$ cat config.mk
export PLATFORM = sky130hd
export DESIGN_NAME = rrip_set_dueling_selector_flat
export DESIGN_NICKNAME = d
export VERILOG_FILES = /design/src/sv/rripsd_pkg.sv /design/src/sv/rripsd_if.sv /design/src/sv/rripsd_core.sv /design/src/sv/rrip_set_dueling_selector.sv /design/src/flat_wrapper.sv
export SDC_FILE = /design/constraint.sdc
export NUM_CORES = 1
export LEC_CHECK = 0
export BUFFER_PORTS_ARGS = -buffer_cell sky130_fd_sc_hd__buf_2
export CAP_MARGIN = 15
export CORE_MARGIN = 1
export CORE_UTILIZATION = 45
export CTS_CLUSTER_SIZE = 12
export DETAILED_ROUTE_END_ITERATION = 10
export PLACE_DENSITY = 0.71
export SYNTH_ARGS = -nofsm -noshare
export SYNTH_HDL_FRONTEND = slang
export SYNTH_SLANG_ARGS = --single-unit
$ cat constraint.sdc
create_clock -name clk -period 7.6 [get_ports clk]
set_input_delay 0.38 -clock clk [delete_from_list [all_inputs] [get_ports clk]]
set_output_delay 0.38 -clock clk [all_outputs]
set_load 0.01 [all_outputs]
$ cat src/sv/rripsd_pkg.sv
`timescale 1ns / 1ps

package rripsd_pkg;

  localparam int unsigned STREAM_COUNT_DEF  = 8;
  localparam int unsigned SELECTOR_BITS_DEF = 10;

  localparam int unsigned SET_INDEX_W = 10;
  localparam int unsigned STREAM_ID_W = 3;
  localparam int unsigned KIND_W      = 3;
  localparam int unsigned THRESH_W    = 9;
  localparam int unsigned CNT_W       = 8;

  localparam logic OP_FILL   = 1'b0;
  localparam logic OP_LOOKUP = 1'b1;

  localparam logic POL_SRRIP = 1'b0;
  localparam logic POL_BRRIP = 1'b1;

  localparam logic [KIND_W-1:0] KIND_SRRIP  = 3'd0;
  localparam logic [KIND_W-1:0] KIND_BRRIP  = 3'd1;
  localparam logic [KIND_W-1:0] KIND_DRRIP  = 3'd2;
  localparam logic [KIND_W-1:0] KIND_STREAM = 3'd3;
  localparam logic [KIND_W-1:0] KIND_FOLLOW = 3'd4;

  localparam logic [THRESH_W-1:0] THRESH_RESET = 9'd32;
  localparam logic [CNT_W-1:0]    CNT_MAX      = 8'hff;

  typedef struct packed {
    logic                   opcode;
    logic [SET_INDEX_W-1:0] set_index;
    logic [STREAM_ID_W-1:0] stream_id;
    logic                   speedup_stream;
  } evt_t;

  typedef struct packed {
    logic              chosen_policy;
    logic              long_fill;
    logic [KIND_W-1:0] set_kind;
  } res_t;

  function automatic logic [KIND_W-1:0] classify(input logic [SET_INDEX_W-1:0] idx);
    logic [2:0] a;
    logic [2:0] b;
    logic [2:0] nb;
    logic [3:0] m;
    a  = idx[2:0];
    b  = idx[9:7];
    m  = idx[6:3];
    nb = ~b;
    if (a == b && m == 4'h0) begin
      return KIND_SRRIP;
    end else if (a == nb && m == 4'h0) begin
      return KIND_BRRIP;
    end else if (a == b && m == 4'h1) begin
      return KIND_STREAM;
    end else if (a == nb && m == 4'h1) begin
      return KIND_DRRIP;
    end else begin
      return KIND_FOLLOW;
    end
  endfunction

endpackage

$ cat src/sv/rripsd_if.sv
`timescale 1ns / 1ps

interface rripsd_evt_if import rripsd_pkg::*; ();
  logic                   valid;
  logic                   ready;
  logic                   opcode;
  logic [SET_INDEX_W-1:0] set_index;
  logic [STREAM_ID_W-1:0] stream_id;
  logic                   speedup_stream;

  modport source (output valid, opcode, set_index, stream_id, speedup_stream,
                  input ready);
  modport sink (input valid, opcode, set_index, stream_id, speedup_stream,
                output ready);
endinterface

interface rripsd_res_if import rripsd_pkg::*; ();
  logic              valid;
  logic              ready;
  logic              chosen_policy;
  logic              long_fill;
  logic [KIND_W-1:0] set_kind;

  modport source (output valid, chosen_policy, long_fill, set_kind, input ready);
  modport sink (input valid, chosen_policy, long_fill, set_kind, output ready);
endinterface

interface rripsd_cfg_if import rripsd_pkg::*; ();
  logic                valid;
  logic                ready;
  logic [THRESH_W-1:0] bimodal_threshold;

  modport source (output valid, bimodal_threshold, input ready);
  modport sink (input valid, bimodal_threshold, output ready);
endinterface

$ cat src/sv/rripsd_core.sv
`timescale 1ns / 1ps

module rripsd_core import rripsd_pkg::*; #(
  parameter int unsigned STREAM_COUNT  = STREAM_COUNT_DEF,
  parameter int unsigned SELECTOR_BITS = SELECTOR_BITS_DEF
) (
  input  logic                clk,
  input  logic                rst,
  input  logic                fire,
  input  evt_t                item,
  input  logic [THRESH_W-1:0] threshold,
  output res_t                decision
);

  localparam int unsigned SID_W = (STREAM_COUNT > 1) ? $clog2(STREAM_COUNT) : 1;
  localparam logic [SELECTOR_BITS-1:0] SEL_MID = {1'b1, {(SELECTOR_BITS-1){1'b0}}};
  localparam logic [SELECTOR_BITS-1:0] SEL_MAX = '1;
  localparam logic [SELECTOR_BITS-1:0] SEL_ONE = {{(SELECTOR_BITS-1){1'b0}}, 1'b1};

  logic [SELECTOR_BITS-1:0] duel;
  logic [SELECTOR_BITS-1:0] mix;
  logic [SELECTOR_BITS-1:0] ssel [STREAM_COUNT];
  logic [CNT_W-1:0]         cnt;

  logic [SELECTOR_BITS-1:0] duel_next;
  logic [SELECTOR_BITS-1:0] mix_next;
  logic [SELECTOR_BITS-1:0] ssel_next;
  logic [CNT_W-1:0]         cnt_next;

  logic [KIND_W-1:0]        kind;
  logic [SID_W+STREAM_ID_W-1:0] sid_wide;
  logic [SID_W-1:0]         sid_idx;
  logic                     sid_ok;
  logic [SELECTOR_BITS-1:0] stream_val;
  logic                     duel_pol;
  logic                     stream_pol;
  logic                     pol;
  logic                     is_fill;
  logic [CNT_W:0]           cnt_inc;

  always_comb begin
    kind     = classify(item.set_index);
    is_fill  = (item.opcode == OP_FILL);
    sid_wide = {{SID_W{1'b0}}, item.stream_id};
    sid_idx  = sid_wide[SID_W-1:0];
    sid_ok   = (32'(item.stream_id) < STREAM_COUNT);
    stream_val = sid_ok ? ssel[sid_idx] : SEL_MID;

    if (kind == KIND_SRRIP) begin
      duel_pol = POL_SRRIP;
    end else if (kind == KIND_BRRIP) begin
      duel_pol = POL_BRRIP;
    end else begin
      duel_pol = (duel >= SEL_MID) ? POL_BRRIP : POL_SRRIP;
    end

    if (item.speedup_stream) begin
      stream_pol = (stream_val >= SEL_MID) ? POL_BRRIP : POL_SRRIP;
    end else begin
      stream_pol = duel_pol;
    end

    if (is_fill && (kind == KIND_STREAM || (kind == KIND_FOLLOW && mix > SEL_MID))) begin
      pol = stream_pol;
    end else begin
      pol = duel_pol;
    end

    decision.chosen_policy = pol;
    decision.long_fill     = is_fill && (pol == POL_SRRIP || cnt == '0);
    decision.set_kind      = kind;

    duel_next = duel;
    mix_next  = mix;
    ssel_next = stream_val;
    case (kind)
      KIND_SRRIP: begin
        if (duel != SEL_MAX) duel_next = duel + SEL_ONE;
        if (stream_val != SEL_MAX) ssel_next = stream_val + SEL_ONE;
      end
      KIND_BRRIP: begin
        if (duel != '0) duel_next = duel - SEL_ONE;
        if (stream_val != '0) ssel_next = stream_val - SEL_ONE;
      end
      KIND_DRRIP: begin
        if (mix != SEL_MAX) mix_next = mix + SEL_ONE;
      end
      KIND_STREAM: begin
        if (mix != '0) mix_next = mix - SEL_ONE;
      end
      default: begin
      end
    endcase

    cnt_inc = {1'b0, cnt} + 9'd1;
    if (cnt_inc < threshold) begin
      cnt_next = (cnt == CNT_MAX) ? cnt : cnt_inc[CNT_W-1:0];
    end else begin
      cnt_next = '0;
    end
  end

  always_ff @(posedge clk) begin
    if (rst) begin
      duel <= SEL_MID;
      mix  <= SEL_MID;
      cnt  <= '0;
      for (int i = 0; i < STREAM_COUNT; i++) begin
        ssel[i] <= SEL_MID;
      end
    end else if (fire && is_fill) begin
      duel <= duel_next;
      mix  <= mix_next;
      cnt  <= cnt_next;
      if (sid_ok && (kind == KIND_SRRIP || kind == KIND_BRRIP)) begin
        ssel[sid_idx] <= ssel_next;
      end
    end
  end

endmodule

$ cat src/sv/rrip_set_dueling_selector.sv
`timescale 1ns / 1ps

// channel  role       payload
// evt      sink       opcode, set_index, stream_id, speedup_stream
// res      source     chosen_policy, long_fill, set_kind
// cfg      sink       bimodal_threshold (always ready)
//
// one event per cycle sustained while res is taken; res valid follows the evt transfer
// through the input register, then selector update and decision into the result register
// rst is synchronous: selectors to midpoint, access counter to 0, threshold to 32
// a stalled res holds the result register; the input register then fills and
// evt.ready drops until res is taken

module rrip_set_dueling_selector import rripsd_pkg::*; #(
  parameter int unsigned STREAM_COUNT  = STREAM_COUNT_DEF,
  parameter int unsigned SELECTOR_BITS = SELECTOR_BITS_DEF
) (
  input logic          clk,
  input logic          rst,
  rripsd_evt_if.sink   evt,
  rripsd_res_if.source res,
  rripsd_cfg_if.sink   cfg
);

  logic                hold_valid;
  evt_t                hold;
  logic                res_valid;
  res_t                res_data;
  logic [THRESH_W-1:0] threshold;
  logic                advance;
  res_t                decision;

  assign advance   = hold_valid && (!res_valid || res.ready);
  assign evt.ready = !hold_valid || advance;
  assign cfg.ready = 1'b1;

  assign res.valid         = res_valid;
  assign res.chosen_policy = res_data.chosen_policy;
  assign res.long_fill     = res_data.long_fill;
  assign res.set_kind      = res_data.set_kind;

  always_ff @(posedge clk) begin
    if (rst) begin
      threshold <= THRESH_RESET;
    end else if (cfg.valid) begin
      threshold <= cfg.bimodal_threshold;
    end
  end

  // input register
  always_ff @(posedge clk) begin
    if (rst) begin
      hold_valid <= 1'b0;
    end else if (evt.valid && evt.ready) begin
      hold_valid <= 1'b1;
    end else if (advance) begin
      hold_valid <= 1'b0;
    end
  end

  always_ff @(posedge clk) begin
    if (evt.valid && evt.ready) begin
      hold.opcode         <= evt.opcode;
      hold.set_index      <= evt.set_index;
      hold.stream_id      <= evt.stream_id;
      hold.speedup_stream <= evt.speedup_stream;
    end
  end

  rripsd_core #(
    .STREAM_COUNT  (STREAM_COUNT),
    .SELECTOR_BITS (SELECTOR_BITS)
  ) u_core (
    .clk       (clk),
    .rst       (rst),
    .fire      (advance),
    .item      (hold),
    .threshold (threshold),
    .decision  (decision)
  );

  // result register
  always_ff @(posedge clk) begin
    if (rst) begin
      res_valid <= 1'b0;
    end else if (advance) begin
      res_valid <= 1'b1;
    end else if (res.ready) begin
      res_valid <= 1'b0;
    end
  end

  always_ff @(posedge clk) begin
    if (advance) begin
      res_data <= decision;
    end
  end

endmodule

$ cat src/flat_wrapper.sv
// flat-port wrapper written by rule: the top's interface ports become plain ports
module rrip_set_dueling_selector_flat import rripsd_pkg::*;
#(
  parameter int unsigned STREAM_COUNT  = STREAM_COUNT_DEF,
  parameter int unsigned SELECTOR_BITS = SELECTOR_BITS_DEF
)
  (clk, rst, evt_valid, evt_opcode, evt_set_index, evt_stream_id, evt_speedup_stream, evt_ready, res_valid, res_chosen_policy, res_long_fill, res_set_kind, res_ready, cfg_valid, cfg_bimodal_threshold, cfg_ready);
  rripsd_evt_if evt_i ();
  rripsd_res_if res_i ();
  rripsd_cfg_if cfg_i ();
  input logic clk;
  input logic rst;
  input wire logic [$bits(evt_i.valid)-1:0] evt_valid;
  input wire logic [$bits(evt_i.opcode)-1:0] evt_opcode;
  input wire logic [$bits(evt_i.set_index)-1:0] evt_set_index;
  input wire logic [$bits(evt_i.stream_id)-1:0] evt_stream_id;
  input wire logic [$bits(evt_i.speedup_stream)-1:0] evt_speedup_stream;
  output wire logic [$bits(evt_i.ready)-1:0] evt_ready;
  output wire logic [$bits(res_i.valid)-1:0] res_valid;
  output wire logic [$bits(res_i.chosen_policy)-1:0] res_chosen_policy;
  output wire logic [$bits(res_i.long_fill)-1:0] res_long_fill;
  output wire logic [$bits(res_i.set_kind)-1:0] res_set_kind;
  input wire logic [$bits(res_i.ready)-1:0] res_ready;
  input wire logic [$bits(cfg_i.valid)-1:0] cfg_valid;
  input wire logic [$bits(cfg_i.bimodal_threshold)-1:0] cfg_bimodal_threshold;
  output wire logic [$bits(cfg_i.ready)-1:0] cfg_ready;
  assign evt_i.valid = evt_valid;
  assign evt_i.opcode = evt_opcode;
  assign evt_i.set_index = evt_set_index;
  assign evt_i.stream_id = evt_stream_id;
  assign evt_i.speedup_stream = evt_speedup_stream;
  assign evt_ready = evt_i.ready;
  assign res_valid = res_i.valid;
  assign res_chosen_policy = res_i.chosen_policy;
  assign res_long_fill = res_i.long_fill;
  assign res_set_kind = res_i.set_kind;
  assign res_i.ready = res_ready;
  assign cfg_i.valid = cfg_valid;
  assign cfg_i.bimodal_threshold = cfg_bimodal_threshold;
  assign cfg_ready = cfg_i.ready;
  rrip_set_dueling_selector #(.STREAM_COUNT(STREAM_COUNT), .SELECTOR_BITS(SELECTOR_BITS)) u_core (.clk(clk), .rst(rst), .evt(evt_i), .res(res_i), .cfg(cfg_i));
endmodule
### Word-level counts from Yosys, hierarchy flattened

Memories as Yosys holds them, arrays and structs flattened. A register that Yosys moved wholly into a read port is not among the register bits.
Index checks and enable logic that the tools add are counted.

* output and inout port bits: 8
* bits in registers: 59
* word-level logic and storage cells: 110
* RAM bits: 80
* input port bits: 29
* memories kept: 1

Memory list
* u_core.u_core.ssel: words 8, width 10, read ports 1, clocked after memory_dff 1, write ports 8, RTL line rripsd_core.sv:22 `logic [SELECTOR_BITS-1:0] ssel [STREAM_COUNT];`

* add/sub/neg operators: 7
* muxes and demuxes: 35
* magnitude comparators: 4
* equal/unequal tests: 16
* bitwise gates (word level): 3
* reductions and logical operators: 31

Operators by type and width (count)
* $mux W10: 7
* $pmux W10 S2: 3
* $add A10 B1 Y10 const B: 3
* $ne A10 B10 Y1 const B: 3
* $reduce_bool A10 Y1: 3
* $sub A10 B1 Y10 const B: 3
* $ge A10 B10 Y1 const B: 2
* $mux W3: 6
* $mux W1: 17
* $mux W8: 2
* $gt A10 B10 Y1 const B: 1
* $logic_and A1 B1 Y1: 10
* $reduce_or A10 Y1: 1
* $add A8 B1 Y9 const B: 1
* $lt A9 B9 Y1: 1
* $eq A8 B8 Y1 const B: 1
* $logic_not A8 Y1: 1
* $reduce_and A4 Y1: 2
* $reduce_bool A2 Y1: 4
* $eq A3 B2 Y1 const B: 2
* $eq A3 B3 Y1: 2
* $ne A2 B1 Y1 const B: 3
* $logic_or A1 B1 Y1: 5
* $eq A4 B1 Y1 const B: 1
* other kinds (9): 12

### Depth between registers and ports, before layout

* depth in word-level cells: 15
* gate-level depth with buffers: 15
* depth with buffers taken out: 13

### By module

Synthesis repeated with hierarchy kept, for this count alone.

* cells, all modules: 699
* area, all modules: 7741.2 um^2

By module, submodules not included
* rripsd_core: times used 1, area an instance 6721.4 um^2, sequential area each 2962.8 um^2, cells an instance 638
* rrip_set_dueling_selector: times used 1, area an instance 1019.7 um^2, sequential area each 820.8 um^2, cells an instance 61

### Worst setup path after synthesis

Ideal clock, no wire load.

* path type: register to register
* start point: register u_core.hold[13] (netlist bit)
* end point: register u_core.u_core.duel[8]
* path buffers: 2
* slack: 3966 ps
* library setup time: 87 ps
* arrival: 3547 ps
* cell stages (with the launch flop): 16
* required time: 7513 ps
* period minus slack after synthesis: 3634 ps
* cell sequence: edfxtp_1 xor2_1 or3_1 or2_2 clkbuf_1 nand2_1 inv_1 buf_2 fa_1 a21o_1 a21oi_1 o21bai_1 a2111oi_0 nor3_1 xnor2_1 o31ai_1

* cells in the longest elaborated chain, start to end: 10
* elaborated cells on any way between the ends: 18
* those cells by class: eq/ne: 5; mux: 5; bitwise: 1; reduce/logical: 7

Ends and longest elaborated chain
* start: declaration: RTL line rrip_set_dueling_selector.sv:26 `evt_t hold;`
* $not A3 Y3: RTL line rripsd_pkg.sv:50 `nb = ~b;`
* $eq A3 B3 Y1: RTL line rripsd_pkg.sv:53, rripsd_pkg.sv:57
* $logic_and A1 B1 Y1: RTL line rripsd_pkg.sv:57 `end else if (a == nb && m == 4'h1) begin`
* $mux W3: RTL line rripsd_pkg.sv:57
* $mux W3: RTL line rripsd_pkg.sv:55 `end else if (a == b && m == 4'h1) begin`
* $mux W3: RTL line rripsd_pkg.sv:53 `end else if (a == nb && m == 4'h0) begin`
* $mux W3 (*): RTL line rripsd_pkg.sv:51 `if (a == b && m == 4'h0) begin`
* $eq A3 B1 Y1 / $logic_not A3 Y1 (equally long branches): RTL line rripsd_core.sv:76 `case (kind)`
* $ne A2 B1 Y1 (no source line) / $reduce_bool A2 Y1 (equally long branches)
* $reduce_and A4 Y1 (no source line)
* end signal: assignment: RTL line rripsd_core.sv:112 `duel <= duel_next;`
* end: declaration: RTL line rripsd_core.sv:20 `logic [SELECTOR_BITS-1:0] duel;`

Every way passes the cells marked *; elsewhere a longest branch is shown, timed or not.
A chain may end at the register's enable or synchronous reset.

==> results_dict.tcl <==
set metrics [dict create \
    regToRegEndpoint "u_core.u_core.ssel[7][7]" \
    cp_max_fo 35 \
    endpoint_kind "register" \
    syn_nets 766 \
    wl_um 18300 \
    grt_antenna_before_repair 0 \
    yosys_register_bits 142 \
    cts_setup_buffers 0 \
    relSlewSlack 0.355 \
    ys_top_cells_by_area "edfxtp_1, dfxtp_1, mux4_2" \
    synth_ff_type "edfxtp_1" \
    die_y_um 135 \
    peakVddDrop_v 0.000170 \
    timing.fmax_mhz 230 \
    hold_path_class "primary input to register" \
    hold-path-endpoint "u_core.hold[8]" \
    clk_path_buf_depth 2 \
    path_cells "mux4_2, mux2i_2, ha_1, or4b_4, o22ai_4, nand3_1, a41o_1, mux2i_1, nor3_1" \
    num_rows 48 \
    portBuffers 35 \
    nets 791 \
    post-route-min-period_ns 4.35 \
    leakage_uw 0.00338 \
    switching_share 0.249 \
    utilization 0.514 \
    rrSetupSlack_ns 3.25 \
    yosys.area.top_type "edfxtp_1" \
    outcome "complete, no violations" \
    combPwrFrac 0.101 \
    synth_cell_types 72 \
    critical_path_arrival_ns 4.50 \
    clock-sinks 142 \
    cts_max_level 4 \
    cap_violations 0 \
    clock_skew_ns 0.00752 \
    cpPeakStageDelay_ns 0.95 \
    grt_max_degree 37 \
    io_pins 37 \
    dpl_worst_slack_ns 3.28 \
    syn_area_per_cell_um2 11.2 \
    fillCellCount 1479 \
    slowest_stage "dfxtp_2" \
    avgRoutedWirePerCell_um 18.9 \
    pwr-share-clk 0.447 \
    dp_hpwl_um 12200 \
    grt_pass1_wl_um 29500 \
    grt-ovfl-total 0 \
    final_hold_viol_count 0 \
    ctsResizeCount 0 \
    grt_pass1_vias 5646 \
    first_pass_iters 5 \
    worst_pin_slew_ns 0.967 \
    setup_violations 0 \
    setup_slack_ns 3.25 \
    rsz0062_at_grt "false" \
    cts_tree "yes" \
    gp_congestion 0.940 \
    syn2layout_area_growth_pct 11.6 \
    core_um2 17200 \
    via_per_inst 5.99 \
    grt_util_all_layers 0.217 \
    die_x_um 135 \
    syn_area_um2 7940 \
    p_seq_frac 0.452 \
    yosysWarnings 0 \
    multi_input_area_um2 3840 \
    start_util 0.461 \
    yosys.cell_count.top_type "edfxtp_1" \
    register_area_um2 3840 \
    num_vias 5813 \
    critPathKind "register to register" \
    layout-drive-gt1-share 0.164 \
    post_dp_cell_area_um2 8250 \
    syn_inst 707 \
    yosysSeqAreaShare 0.484 \
    cts_made_buffers 17 \
    clk_latency_ns 0.43 \
    worstRegToRegCells 9 \
    power-per-cell-area_nw_per_um2 217 \
    worst-endpoint-required_ns 7.76 \
    route.detailed.drc 0 \
    drtIter0Drc 439 \
    drtAntennaViolNets 0 \
    yosysTopAreaCellShare 0.378 \
    min_period_over_period 0.572 \
    synth_common_cells "edfxtp_1, nor2_1, nor3_1" \
    p_int_uw 1450 \
    final_cell_area_um2 8860 \
    antennaDiodeCount 0 \
    cts_root_buf "clkbuf_16" \
    hold_buffers 0 \
    async_flop_share 0 \
    maxSlewViolCount 0 \
    synth_edf_count 100 \
    clk_pin_slew_ns 0.06 \
    holdPathStages 1 \
    worstHoldStart "evt_set_index[4]" \
    power.switching_uw 480 \
    dieArea_um2 18200 \
    fin_setup_tns_ns 0 \
    start_kind "register" \
]
worst max-delay path by stage:
stage	startpoint	slack, ns	depth (start not counted)	end
6_report	register	3.25	9	u_core.u_core.ssel[7][7]
5_1_grt	register	2.89	9	u_core.u_core.ssel[1][7]
4_1_cts	register	3.24	9	u_core.u_core.ssel[2][7]
3_5_place_dp	register	3.28	9	u_core.u_core.ssel[7][7]
3_3_place_gp	register	3.29	9	u_core.u_core.ssel[1][7]
2_1_floorplan	u_core.hold[13]	3.97	15	u_core.u_core.duel[8]
cell families after synthesis:
group                      Yosys count  synth area share
DFF                                142             0.484
AOI/OAI and AO/OA                  124             0.115
other                                1          0.000472
and+or+nand+nor                    264             0.165
buffers and inverters               54            0.0320
muxes                               64             0.124
adders and majority gates           30            0.0492
xor gates and xnor gates            28            0.0309
per-stage QoR:
stage          hold slack [ns]  total power, uW  cells
2_1_floorplan            0.455             1030    707
3_3_place_gp             0.479             1080    938
3_5_place_dp             0.489             1080    938
4_1_cts                  0.104             1940    970
5_1_grt                  0.102             1990    970
6_report                 0.121             1930    970
worst max-delay path, delay by kind of cell (launching register included):
| kind | cells | cell delay, ns |
|---|---|---|
| muxes | 3 | 1.53 |
| DFF | 1 | 0.95 |
| and+or+nand+nor | 3 | 0.73 |
| AOI/OAI and AO/OA | 2 | 0.58 |
| adders and majority gates | 1 | 0.25 |
layout make-up:
class,count,share of cell area
timing repair buffer,38,0.0223
inverter,22,0.00932
sequential,142,0.434
tap,225,0.0318
clock inverter,15,0.0208
multi-input combinational,511,0.434
clock buffer,17,0.0480
metal layers:
layer,routed length [um],track usage
met1,7830,0.281
met2,8910,0.350
met3,1110,0.0495
met4,465,0.0893
met5,0,0
power groups by stage:
stage / Combinational, uW / Sequential (uW) / Clock, uW
final: 194 / 870 / 862
after global routing: 211 / 873 / 904
after CTS: 192 / 870 / 874
after detailed placement: 191 / 886 / 0
after global placement: 190 / 886 / 0
after floorplan: 155 / 876 / 0
flip-flops by register name, indices dropped and copies added (netlist names), named ones only:
name                      flops
u_core.u_core.ssel           80
u_core.hold                  15
u_core.u_core.duel           10
u_core.u_core.mix            10
u_core.threshold              9
u_core.u_core.cnt             8
u_core.res.set_kind           3
u_core.hold_valid             1
u_core.res.chosen_policy      1
u_core.res.long_fill          1
u_core.res.valid              1
layout by cell type (no fill, tap or decap), types with 4 or more instances in the layout:
cell,netlist,layout
inv_1,22,22
mux2_2,6,6
a21o_1,4,4
xor2_1,13,13
o21ai_0,8,8
inv_6,0,5
or3_1,9,9
o21a_1,4,4
ha_1,28,28
mux2i_1,29,29
clkbuf_16,0,17
nor2_1,78,78
o211a_1,4,4
and3_1,6,6
buf_2,8,35
a211oi_1,6,6
o211ai_1,5,5
o21bai_1,4,4
nor2b_1,8,8
nand2b_1,11,11
mux4_2,26,26
a41o_1,4,4
nor3_1,46,46
nor4_1,7,7
a32o_1,4,4
nand4_1,10,10
o21ai_1,4,4
dfxtp_1,42,41
nand3_1,24,24
and2_1,8,8
xnor2_1,15,15
a21oi_1,43,43
nand2_1,40,40
edfxtp_1,100,100
Power figures use the tool's default switching activity.
